**src/sv/anbs_pkg.sv**
```systemverilog
package anbs_pkg;

	// Largest NAL unit the byte index has to describe; the index saturates one below it,
	// and never above the 16-bit field.
	localparam int unsigned MaxNalBytes = 65536;
	localparam int unsigned IdxLimitInt = ((MaxNalBytes - 1) > 65535) ? 65535 : (MaxNalBytes - 1);
	localparam logic [15:0] IdxLimit    = 16'(IdxLimitInt);

	// One input byte releases at most four held bytes plus one more at end of stream.
	localparam int unsigned MaxEmit   = 5;
	localparam int unsigned FifoDepth = 16;

	localparam logic [7:0] ByteZero    = 8'h00;
	localparam logic [7:0] ByteOne     = 8'h01;
	localparam logic [2:0] StartLen3   = 3'd3;
	localparam logic [2:0] StartLen4   = 3'd4;
	localparam logic [7:0] HdrTypeMask = 8'h1f;
	localparam logic [7:0] HdrRefMask  = 8'h60;

	typedef struct packed {
		logic [7:0]  nal_byte;
		logic        first_of_nal;
		logic        last_of_nal;
		logic [2:0]  start_code_length;
		logic [4:0]  unit_type;
		logic [1:0]  reference_idc;
		logic [15:0] byte_index;
	} nal_item_t;

endpackage

```
**src/sv/anbs_byte_if.sv**
```systemverilog
interface anbs_byte_if;
	logic       valid;
	logic       ready;
	logic [7:0] data_byte;
	logic       end_of_stream;

	modport source (output valid, output data_byte, output end_of_stream, input ready);
	modport sink (input valid, input data_byte, input end_of_stream, output ready);
endinterface

```
**src/sv/anbs_nal_if.sv**
```systemverilog
interface anbs_nal_if;
	logic        valid;
	logic        ready;
	logic [7:0]  nal_byte;
	logic        first_of_nal;
	logic        last_of_nal;
	logic [2:0]  start_code_length;
	logic [4:0]  unit_type;
	logic [1:0]  reference_idc;
	logic [15:0] byte_index;

	modport source (output valid, output nal_byte, output first_of_nal, output last_of_nal,
		output start_code_length, output unit_type, output reference_idc, output byte_index,
		input ready);
	modport sink (input valid, input nal_byte, input first_of_nal, input last_of_nal,
		input start_code_length, input unit_type, input reference_idc, input byte_index,
		output ready);
endinterface

```
**src/sv/annexb_nal_unit_splitter_unit.sv**
```systemverilog
// Annex B NAL unit splitter. The block takes an H.264 Annex B byte stream, one byte per
// transaction on the stream channel, and gives out the payload bytes of each NAL unit, one byte
// per transaction on the nal channel, marked with first and last flags, the length of the start
// code that opened the unit (3 or 4), the type and reference priority from the header byte and
// a byte index that saturates at 65535. Bytes before the first start code are dropped, and zeros
// beyond the three that form a four-byte start code belong to the preceding unit. A byte flagged
// end_of_stream is processed, the held bytes are flushed as the tail of the last unit, and the
// block then starts afresh on the next byte. The stream channel takes one byte every cycle when
// not stalled; the results of a byte enter the result queue at the clock edge after its
// transaction and can be taken in the cycle that follows. Because the last byte of a unit is
// only known once the next start code or the end of stream arrives, up to four bytes are held
// back and one input byte may release up to five results at once. These go into a result queue
// of FIFO_DEPTH entries that drains one result per cycle while the nal channel is ready, and
// the stream channel stalls while more than FIFO_DEPTH - 10 results are queued.
module annexb_nal_unit_splitter_unit
	import anbs_pkg::*;
#(
	parameter int unsigned FIFO_DEPTH = FifoDepth
) (
	input logic           clk,
	input logic           arst_n,
	anbs_byte_if.sink     stream,
	anbs_nal_if.source    nal
);

	localparam int unsigned AW         = $clog2(FIFO_DEPTH);
	localparam int unsigned CW         = $clog2(FIFO_DEPTH + 1);
	localparam int unsigned ReadyLimit = FIFO_DEPTH - 2 * MaxEmit;

	// Input register.
	logic       valid_s1;
	logic [7:0] data_s1;
	logic       eos_s1;

	// Splitter state. long_q set means the current unit was opened by a four-byte start code.
	logic       inside_q;
	logic       long_q;
	logic [7:0] header_q;
	logic [15:0] pc_q;
	logic [2:0] hcnt_q;
	logic [7:0] held_q [4];

	// Next state before the end-of-stream reset is applied.
	logic       inside_n;
	logic       long_n;
	logic [7:0] header_n;
	logic [15:0] pc_n;
	logic [2:0] hcnt_n;
	logic [7:0] held_n [4];

	logic [2:0] trail_z;
	logic [2:0] n_main;
	logic       main_last;
	logic       startcode;
	logic [2:0] n_total;
	nal_item_t  item_c [MaxEmit];

	// Result queue.
	nal_item_t      fifo_q [FIFO_DEPTH];
	logic [AW-1:0]  wr_q;
	logic [AW-1:0]  rd_q;
	logic [CW-1:0]  cnt_q;
	logic [2:0]     push;
	logic           pop;
	nal_item_t      head;

	function automatic logic [AW-1:0] ptr_add(input logic [AW-1:0] p, input logic [2:0] k);
		logic [AW:0] s;
		s = {1'b0, p} + (AW + 1)'(k);
		if (s >= (AW + 1)'(FIFO_DEPTH)) begin
			s = s - (AW + 1)'(FIFO_DEPTH);
		end
		return s[AW-1:0];
	endfunction

	// Input side: a byte is taken whenever the queue has room for two bytes' worth of results,
	// one for the byte already in the input register and one for the new byte.
	assign stream.ready = (cnt_q <= CW'(ReadyLimit));

	always_ff @(posedge clk or negedge arst_n) begin
		if (!arst_n) begin
			valid_s1 <= 1'b0;
		end else begin
			valid_s1 <= stream.valid & stream.ready;
		end
	end

	always_ff @(posedge clk) begin
		if (stream.valid && stream.ready) begin
			data_s1 <= stream.data_byte;
			eos_s1  <= stream.end_of_stream;
		end
	end

	// Count the run of zeros at the tail of the held bytes.
	always_comb begin : p_trail
		logic run;
		run     = 1'b1;
		trail_z = 3'd0;
		for (int i = 3; i >= 0; i--) begin
			if ((3'(i) < hcnt_q) && run) begin
				if (held_q[i] == ByteZero) begin
					trail_z = trail_z + 3'd1;
				end else begin
					run = 1'b0;
				end
			end
		end
	end

	// One step of the splitter for the byte in the input register.
	always_comb begin : p_step
		logic        is_zero;
		logic        is_one;
		logic [16:0] pc_sum;
		is_zero   = (data_s1 == ByteZero);
		is_one    = (data_s1 == ByteOne);
		inside_n  = inside_q;
		long_n    = long_q;
		header_n  = header_q;
		hcnt_n    = hcnt_q;
		held_n    = held_q;
		n_main    = 3'd0;
		main_last = 1'b0;
		startcode = 1'b0;
		if (!inside_q) begin
			// Searching for the first start code: only the zero run matters.
			if (is_one && (hcnt_q >= 3'd2)) begin
				inside_n = 1'b1;
				long_n   = (hcnt_q >= 3'd3);
				hcnt_n   = 3'd0;
				header_n = ByteZero;
			end else if (is_zero) begin
				if (hcnt_q < 3'd3) begin
					hcnt_n = hcnt_q + 3'd1;
				end
			end else begin
				hcnt_n = 3'd0;
			end
		end else if (is_one && (trail_z >= 3'd2)) begin
			// A start code closes the unit; at most three of the trailing zeros belong to it.
			startcode = 1'b1;
			n_main    = hcnt_q - ((trail_z > 3'd3) ? 3'd3 : trail_z);
			main_last = 1'b1;
			long_n    = (trail_z >= 3'd3);
			hcnt_n    = 3'd0;
			header_n  = ByteZero;
		end else begin
			if ((hcnt_q == 3'd0) && (pc_q == 16'd0)) begin
				header_n = data_s1;
			end
			if (!is_zero) begin
				// A non-zero byte cannot end a start code, so everything held may go.
				n_main    = hcnt_q;
				held_n[0] = data_s1;
				hcnt_n    = 3'd1;
			end else if (hcnt_q == 3'd4) begin
				n_main    = 3'd1;
				held_n[0] = held_q[1];
				held_n[1] = held_q[2];
				held_n[2] = held_q[3];
				held_n[3] = data_s1;
				hcnt_n    = 3'd4;
			end else begin
				held_n[hcnt_q[1:0]] = data_s1;
				hcnt_n              = hcnt_q + 3'd1;
			end
		end

		// Byte index after this step, saturating.
		pc_sum = {1'b0, pc_q} + 17'(n_main);
		if (!inside_q || startcode) begin
			pc_n = inside_n ? 16'd0 : pc_q;
			if (startcode) begin
				pc_n = 16'd0;
			end
		end else begin
			pc_n = (pc_sum >= {1'b0, IdxLimit}) ? IdxLimit : pc_sum[15:0];
		end

		// At end of stream the bytes still held are flushed behind those released above.
		n_total = n_main + ((eos_s1 && inside_n) ? hcnt_n : 3'd0);
	end

	// Build the results of this step, in order.
	always_comb begin : p_items
		logic [2:0]  j;
		logic [16:0] idx;
		logic [7:0]  hdr;
		hdr = startcode ? header_q : header_n;
		for (int k = 0; k < MaxEmit; k++) begin
			j   = 3'(k) - n_main;
			idx = {1'b0, pc_q} + 17'(k);
			if (3'(k) < n_main) begin
				item_c[k].nal_byte    = held_q[k % 4];
				item_c[k].last_of_nal = main_last && (3'(k) == n_main - 3'd1);
			end else begin
				item_c[k].nal_byte    = held_n[j[1:0]];
				item_c[k].last_of_nal = (3'(k) == n_total - 3'd1);
			end
			item_c[k].first_of_nal      = (pc_q == 16'd0) && (k == 0);
			item_c[k].start_code_length = long_q ? StartLen4 : StartLen3;
			item_c[k].unit_type         = 5'(hdr & HdrTypeMask);
			item_c[k].reference_idc     = 2'((hdr & HdrRefMask) >> 5);
			item_c[k].byte_index        = (idx >= {1'b0, IdxLimit}) ? IdxLimit : idx[15:0];
		end
	end

	// State update; end of stream returns everything to its reset values.
	always_ff @(posedge clk or negedge arst_n) begin
		if (!arst_n) begin
			inside_q <= 1'b0;
			long_q   <= 1'b0;
			header_q <= '0;
			pc_q     <= '0;
			hcnt_q   <= '0;
			for (int i = 0; i < 4; i++) begin
				held_q[i] <= '0;
			end
		end else if (valid_s1) begin
			if (eos_s1) begin
				inside_q <= 1'b0;
				long_q   <= 1'b0;
				header_q <= '0;
				pc_q     <= '0;
				hcnt_q   <= '0;
				for (int i = 0; i < 4; i++) begin
					held_q[i] <= '0;
				end
			end else begin
				inside_q <= inside_n;
				long_q   <= long_n;
				header_q <= header_n;
				pc_q     <= pc_n;
				hcnt_q   <= hcnt_n;
				held_q   <= held_n;
			end
		end
	end

	// Result queue: up to five writes a cycle at consecutive places, one read.
	assign push = valid_s1 ? n_total : 3'd0;
	assign pop  = nal.valid & nal.ready;

	always_ff @(posedge clk) begin
		for (int k = 0; k < MaxEmit; k++) begin
			if (3'(k) < push) begin
				fifo_q[ptr_add(wr_q, 3'(k))] <= item_c[k];
			end
		end
	end

	always_ff @(posedge clk or negedge arst_n) begin
		if (!arst_n) begin
			wr_q  <= '0;
			rd_q  <= '0;
			cnt_q <= '0;
		end else begin
			wr_q  <= ptr_add(wr_q, push);
			rd_q  <= ptr_add(rd_q, {2'b00, pop});
			cnt_q <= cnt_q + CW'(push) - CW'(pop);
		end
	end

	assign head                  = fifo_q[rd_q];
	assign nal.valid             = (cnt_q != '0);
	assign nal.nal_byte          = head.nal_byte;
	assign nal.first_of_nal      = head.first_of_nal;
	assign nal.last_of_nal       = head.last_of_nal;
	assign nal.start_code_length = head.start_code_length;
	assign nal.unit_type         = head.unit_type;
	assign nal.reference_idc     = head.reference_idc;
	assign nal.byte_index        = head.byte_index;

	// The queue never overflows.
	a_no_overflow: assert property (@(posedge clk) disable iff (!arst_n)
		cnt_q <= CW'(FIFO_DEPTH))
		else $error("result queue overflow");

	// While searching for the first start code no byte is released.
	a_search_silent: assert property (@(posedge clk) disable iff (!arst_n)
		(valid_s1 && !inside_q) |-> (n_total == 3'd0))
		else $error("result released before the first start code");

	// A header byte always carries index zero.
	a_first_index: assert property (@(posedge clk) disable iff (!arst_n)
		(nal.valid && nal.first_of_nal) |-> (nal.byte_index == 16'd0))
		else $error("header byte with non-zero index");

	// The hold window never grows beyond four bytes.
	a_hold_bound: assert property (@(posedge clk) disable iff (!arst_n)
		hcnt_q <= 3'd4)
		else $error("hold window overrun");

endmodule
```
**src/flat_wrapper.sv**
```systemverilog
// flat-port wrapper written by rule: the top's interface ports become plain ports
module annexb_nal_unit_splitter_unit_flat import anbs_pkg::*;
#(
	parameter int unsigned FIFO_DEPTH = FifoDepth
)
  (clk, arst_n, stream_valid, stream_data_byte, stream_end_of_stream, stream_ready, nal_valid, nal_nal_byte, nal_first_of_nal, nal_last_of_nal, nal_start_code_length, nal_unit_type, nal_reference_idc, nal_byte_index, nal_ready);
  anbs_byte_if stream_i ();
  anbs_nal_if nal_i ();
  input logic clk;
  input logic arst_n;
  input wire logic [$bits(stream_i.valid)-1:0] stream_valid;
  input wire logic [$bits(stream_i.data_byte)-1:0] stream_data_byte;
  input wire logic [$bits(stream_i.end_of_stream)-1:0] stream_end_of_stream;
  output wire logic [$bits(stream_i.ready)-1:0] stream_ready;
  output wire logic [$bits(nal_i.valid)-1:0] nal_valid;
  output wire logic [$bits(nal_i.nal_byte)-1:0] nal_nal_byte;
  output wire logic [$bits(nal_i.first_of_nal)-1:0] nal_first_of_nal;
  output wire logic [$bits(nal_i.last_of_nal)-1:0] nal_last_of_nal;
  output wire logic [$bits(nal_i.start_code_length)-1:0] nal_start_code_length;
  output wire logic [$bits(nal_i.unit_type)-1:0] nal_unit_type;
  output wire logic [$bits(nal_i.reference_idc)-1:0] nal_reference_idc;
  output wire logic [$bits(nal_i.byte_index)-1:0] nal_byte_index;
  input wire logic [$bits(nal_i.ready)-1:0] nal_ready;
  assign stream_i.valid = stream_valid;
  assign stream_i.data_byte = stream_data_byte;
  assign stream_i.end_of_stream = stream_end_of_stream;
  assign stream_ready = stream_i.ready;
  assign nal_valid = nal_i.valid;
  assign nal_nal_byte = nal_i.nal_byte;
  assign nal_first_of_nal = nal_i.first_of_nal;
  assign nal_last_of_nal = nal_i.last_of_nal;
  assign nal_start_code_length = nal_i.start_code_length;
  assign nal_unit_type = nal_i.unit_type;
  assign nal_reference_idc = nal_i.reference_idc;
  assign nal_byte_index = nal_i.byte_index;
  assign nal_i.ready = nal_ready;
  annexb_nal_unit_splitter_unit #(.FIFO_DEPTH(FIFO_DEPTH)) u_core (.clk(clk), .arst_n(arst_n), .stream(stream_i), .nal(nal_i));
endmodule
```
**config.mk**
```make
export PLATFORM = sky130hd
export DESIGN_NAME = annexb_nal_unit_splitter_unit_flat
export DESIGN_NICKNAME = d
export VERILOG_FILES = /design/src/sv/anbs_pkg.sv /design/src/sv/anbs_byte_if.sv /design/src/sv/anbs_nal_if.sv /design/src/sv/annexb_nal_unit_splitter_unit.sv /design/src/flat_wrapper.sv
export SDC_FILE = /design/constraint.sdc
export NUM_CORES = 2
export LEC_CHECK = 0
export ABC_AREA = 1
export BUFFER_PORTS_ARGS = -buffer_cell sky130_fd_sc_hd__buf_2
export CORE_ASPECT_RATIO = 0.75
export CORE_UTILIZATION = 25
export DETAILED_ROUTE_END_ITERATION = 7
export GPL_TIMING_DRIVEN = 0
export MAX_ROUTING_LAYER = met4
export SLEW_MARGIN = 20
export SYNTH_ARGS = -nofsm -noshare
export SYNTH_HDL_FRONTEND = slang
export SYNTH_SLANG_ARGS = --single-unit
```
**constraint.sdc**
```tcl
create_clock -name clk -period 11.9 [get_ports clk]
set_input_delay 2.38 -clock clk [delete_from_list [all_inputs] [get_ports clk]]
set_output_delay 2.38 -clock clk [all_outputs]
set_load 0.005 [all_outputs]
```
==> results.txt <==
- WL per Instance: between 30 and 40 um
- The filler cells instantiated in the layout total 20.8k.
* Multi-input combinational cell area: about 25000 um^2
- For this run, the register share of the synthesized area comes to between 30 and 40%.
- Netlist area before placement: between 40000 and 50000 um^2
- Routability-driven placement congestion ratio: about 1.1
* Number of library cell types mapped by synthesis: 50
* Global route total overflow: 0
- Sequential group share of total power: ~29%
- For this design, the CTS-stage hold fixing added 0 buffers.
- The core region is around 190000 um^2.
- On the critical path, the stage with the largest delay is an instance of sky130_fd_sc_hd__nand2_1.
- Total of buffers placed on input and output ports: 50
- Height of the die: around 380 um
- Worst hold-check path type: reg2reg
- Clock-pin slew was measured on the worst setup and hold paths at ~0.070 ns.
- Ys Warns: 0
* Global-route wire length before repair: roughly 460 mm
* Worst Setup Start Kind: register
- The number of global-route vias before repair was between 50k and 60k.
- Fin area: between 50000 and 60000 um^2
- After routing, the total negative slack on setup checks comes to 0 ns.
- Total internal power: between 4 and 5 mW
* Number of buffers inserted to repair setup after CTS: 0
- On the final layout, the worst clock skew is 0.0589 ns.
* Antenna violations before repair: 32
- Count of final hold-check violations: 0
- The top cell type by area accounts for 34.7% of the synthesized area.
- STA classifies the critical path endpoint as a register.
- TritonCTS sink count: between 600 and 700
* Share of synthesized registers carrying an async set or reset: 11.5%
- Detailed router's first-iteration violation count: around 12k
* Peak supply drop: 0.278 mV
- Averaged over all synthesized cells, the footprint is between 6 and 7 um^2.
- Share of layout cells above drive strength 1: between 8 and 9%
* Final worst-path cycle share: between 60% and 70%
- Setup repair after global routing left no endpoint under its margin.
- The share of total power dissipated in the clock network is between 30 and 40%.
- Register Area: about 19000 um^2
* Worst path max stage delay: 0.84 ns
- By instance count, the cell type seen most on the critical path is sky130_fd_sc_hd__nand2_1.
- Across the run, the number of max-cap violations was 0.
- Combinational logic burns slightly below 40% of the power.
- Synthesis produced roughly 7.0k cells.
- The run finished with clean final reports.
* Post-CTS resize count: 0
- Before antenna repair, the detailed router went through 7 iterations.
* Clock root buffer: sky130_fd_sc_hd__clkbuf_16
- Of all cell types, the one taking the most synthesized area is sky130_fd_sc_hd__edfxtp_1.
* GR Util All Layers: 35.8%
* Vias post-DR: slightly below 60k
- After detailed routing, the number of vias per cell comes to between 6 and 7.
- Synthesis produced a netlist with a net count of between 7k and 8k.
- Aggregate routed wire length: 348 mm
- Max H-tree Level: 3
- The max-slew violation count is 0.
- I/O pin count: 51
- The floorplan step defined a die boundary enclosing between 150000 and 200000 um^2.
- In this run the power spent charging and discharging nets is around 4 mW.
- Number of enable flip-flop cells after synthesis: 553
- Timing would allow up to approximately 120 MHz.
- After synthesis, the most frequently instantiated cells are 1633 x sky130_fd_sc_hd__nand2_1, 1338 x sky130_fd_sc_hd__nand3_1, 1266 x sky130_fd_sc_hd__nor2_1.
- Minimum hold slack: ~0.56 ns
* Clock network latency to the later pin of the worst-skew pair: 0.78 ns
- Relative max-transition margin: under 10%
- Summed over all cells, the static leakage comes to approximately 22 nW.
- Worst-case clock buffer depth: 3
* Kind of critical path: reg2reg
* Final number of setup-violating endpoints: 0
- Once detailed placement completed, the half-perimeter wirelength came to 265 mm.
- Total cell area at the placement stage: between 50000 and 60000 um^2
- Once the floorplan was initialized, standard cells occupied 25.3% of the core.
- In this run the core area contains between 100 and 150 standard-cell rows.
- For the pin with the worst max-slew slack, the measured transition is around 1.4 ns.
* DRC violation count after routing: 0
- Entering global routing, the biggest net connects 64 pins.
- Switching share of power: between 40% and 50%
- Cells taking the most area after synthesis: sky130_fd_sc_hd__edfxtp_1 35%, sky130_fd_sc_hd__nand3_1 14%, sky130_fd_sc_hd__nand2_1 13%, sky130_fd_sc_hd__nor2_1 9.9%, sky130_fd_sc_hd__o21ai_0 3.9%
- Power density over the cells: roughly 160 nW/um^2
* Reg-to-reg setup timing slack: between 3 and 4 ns
* Required time at the endpoint of the critical path: 12.32 ns
- Among all flip-flop cells after synthesis, the most frequent one is sky130_fd_sc_hd__edfxtp_1.
- Crit path max fanout: 27
- Synthesis inferred between 600 and 700 register bits.
- Growth of design area from synthesis to finish: 15.1%
* Minimum period implied by the final worst setup slack: roughly 8.3 ns
* Antenna violation net count after detailed routing: 0
- In the post-synthesis netlist, the cell with the most instances is sky130_fd_sc_hd__nand2_1.
- Data on the critical path arrives at its endpoint at just under 9 ns.
- TritonCTS clock tree: yes
* Clock buffer count from CTS: 80
* DIE WIDTH: slightly above 500 um
* # nets final: roughly 7.2k
final cells by class:
class                      count  area share (%)
antenna                       42           0.191
buffer                       593            4.78
clock buffer                 104            3.89
clock inverter                41            1.12
inverter                     456            3.11
multi-input combinational   5291            45.5
sequential                   643            34.1
tap                         2520            5.72
timing repair buffer          81            1.65
cell usage in the layout (no fill, tap or decap), types with 9 or more instances in the layout:
master | synthesis | routed
sky130_fd_sc_hd__nand2_1 | 1633 | 1631
sky130_fd_sc_hd__nand3_1 | 1338 | 1338
sky130_fd_sc_hd__nor2_1 | 1266 | 1261
sky130_fd_sc_hd__edfxtp_1 | 553 | 553
sky130_fd_sc_hd__inv_1 | 446 | 446
sky130_fd_sc_hd__o21ai_0 | 374 | 373
sky130_fd_sc_hd__clkbuf_1 | 347 | 288
sky130_fd_sc_hd__buf_2 | 185 | 238
sky130_fd_sc_hd__nand4_1 | 104 | 104
sky130_fd_sc_hd__o22ai_1 | 99 | 99
sky130_fd_sc_hd__o221ai_1 | 98 | 98
sky130_fd_sc_hd__clkbuf_16 | 0 | 80
sky130_fd_sc_hd__clkbuf_2 | 0 | 78
sky130_fd_sc_hd__o211ai_1 | 75 | 75
sky130_fd_sc_hd__dfrtp_1 | 74 | 74
sky130_fd_sc_hd__xor2_1 | 53 | 53
sky130_fd_sc_hd__ha_1 | 43 | 43
sky130_fd_sc_hd__diode_2 | 0 | 42
sky130_fd_sc_hd__buf_1 | 45 | 41
sky130_fd_sc_hd__a21oi_1 | 31 | 31
sky130_fd_sc_hd__o21ai_2 | 13 | 19
sky130_fd_sc_hd__nor3_1 | 23 | 19
sky130_fd_sc_hd__nor2_2 | 11 | 16
sky130_fd_sc_hd__nand3_4 | 2 | 16
sky130_fd_sc_hd__buf_4 | 12 | 16
sky130_fd_sc_hd__clkinv_2 | 0 | 16
sky130_fd_sc_hd__dfxtp_1 | 16 | 16
sky130_fd_sc_hd__buf_16 | 0 | 15
sky130_fd_sc_hd__clkinv_1 | 6 | 12
sky130_fd_sc_hd__o21ai_1 | 16 | 11
sky130_fd_sc_hd__nor3_4 | 7 | 11
sky130_fd_sc_hd__bufinv_16 | 0 | 10
sky130_fd_sc_hd__nor3_2 | 9 | 9
metal layers:
layer | global-route usage [%] | vias to the layer above | routed length, um
met5 | - | - | 0
met4 | 16.6 | 0 | 19200
met3 | 14.6 | 898 | 59000
met2 | 45.0 | 5427 | 130000
met1 | 48.6 | 28600 | 141000
li1 | - | 23800 | -
power groups by stage:
stage / Sequential, mW / Clock, mW / Combinational [mW]
after floorplan: 2.50 / 0 / 1.07
after global placement: 2.52 / 0 / 2.91
after detailed placement: 2.52 / 0 / 3.02
after CTS: 2.47 / 2.74 / 3.02
after global routing: 2.47 / 2.81 / 3.21
final: 2.47 / 2.76 / 3.35
final timing paths:
kind	startpoint	endpoint	cells after the start
worst min-delay path	u_core.rd_q[0]$_DFF_PN0_	u_core.rd_q[0]$_DFF_PN0_	1
max in group asynchronous	arst_n	u_core.pc_q[7]$_DFFE_PN0P_	2
min in group asynchronous	arst_n	u_core.cnt_q[3]$_DFF_PN0_	1
worst min register to register	u_core.rd_q[0]$_DFF_PN0_	u_core.rd_q[0]$_DFF_PN0_	1
worst max-delay path	u_core.held_q[1]$_DFFE_PN0P_	u_core.fifo_q[8][11]$_DFFE_PP_	33
worst max register to register	u_core.held_q[1]$_DFFE_PN0P_	u_core.fifo_q[8][11]$_DFFE_PP_	33
state kept, by name, summed over array words and instances (netlist names), 3 cells and up:
name             count
u_core.data_s1       8
u_core.wr_q          4
u_core.held_q       32
u_core.fifo_q      560
u_core.header_q      7
u_core.cnt_q         5
u_core.pc_q         16
u_core.rd_q          4
u_core.hcnt_q        3
logic make-up (layout without fill, tap and decap cells):
kind of cell | count (synthesis) | count (layout) | share of synthesized area [%]
AO/OA/AOI/OAI | 735 | 735 | 9.51
XOR/XNOR | 60 | 60 | 1.10
adder cells (fa/ha/maj) | 48 | 48 | 1.33
buffers and inverters | 1049 | 1275 | 8.87
flip-flops | 643 | 643 | 39.2
other | 0 | 42 | 0
AND/OR/NAND/NOR | 4448 | 4448 | 40.0
critical path: cells and delay by family, from the launching register on:
family | cells | cell delay (ns)
flops | 1 | 0.43
buf+inv | 9 | 2.01
compound gates | 1 | 0.30
fa+ha+maj | 5 | 1.49
simple gates | 18 | 3.56
per-stage QoR:
stage / instances / power [mW] / worst slack, ns / util (%)
after detailed placement: 9584 / 5.53 / 4.09 / 27.6
after CTS: 9729 / 8.23 / 4.06 / 29.0
final: 9771 / 8.59 / 3.62 / 29.1
after global placement: 9553 / 5.43 / 2.98 / 27.1
after global routing: 9763 / 8.49 / 3.42 / 29.1
after floorplan: 6983 / 3.58 / 6.13 / -
Note: power is estimated with default switching activity, not from simulation.
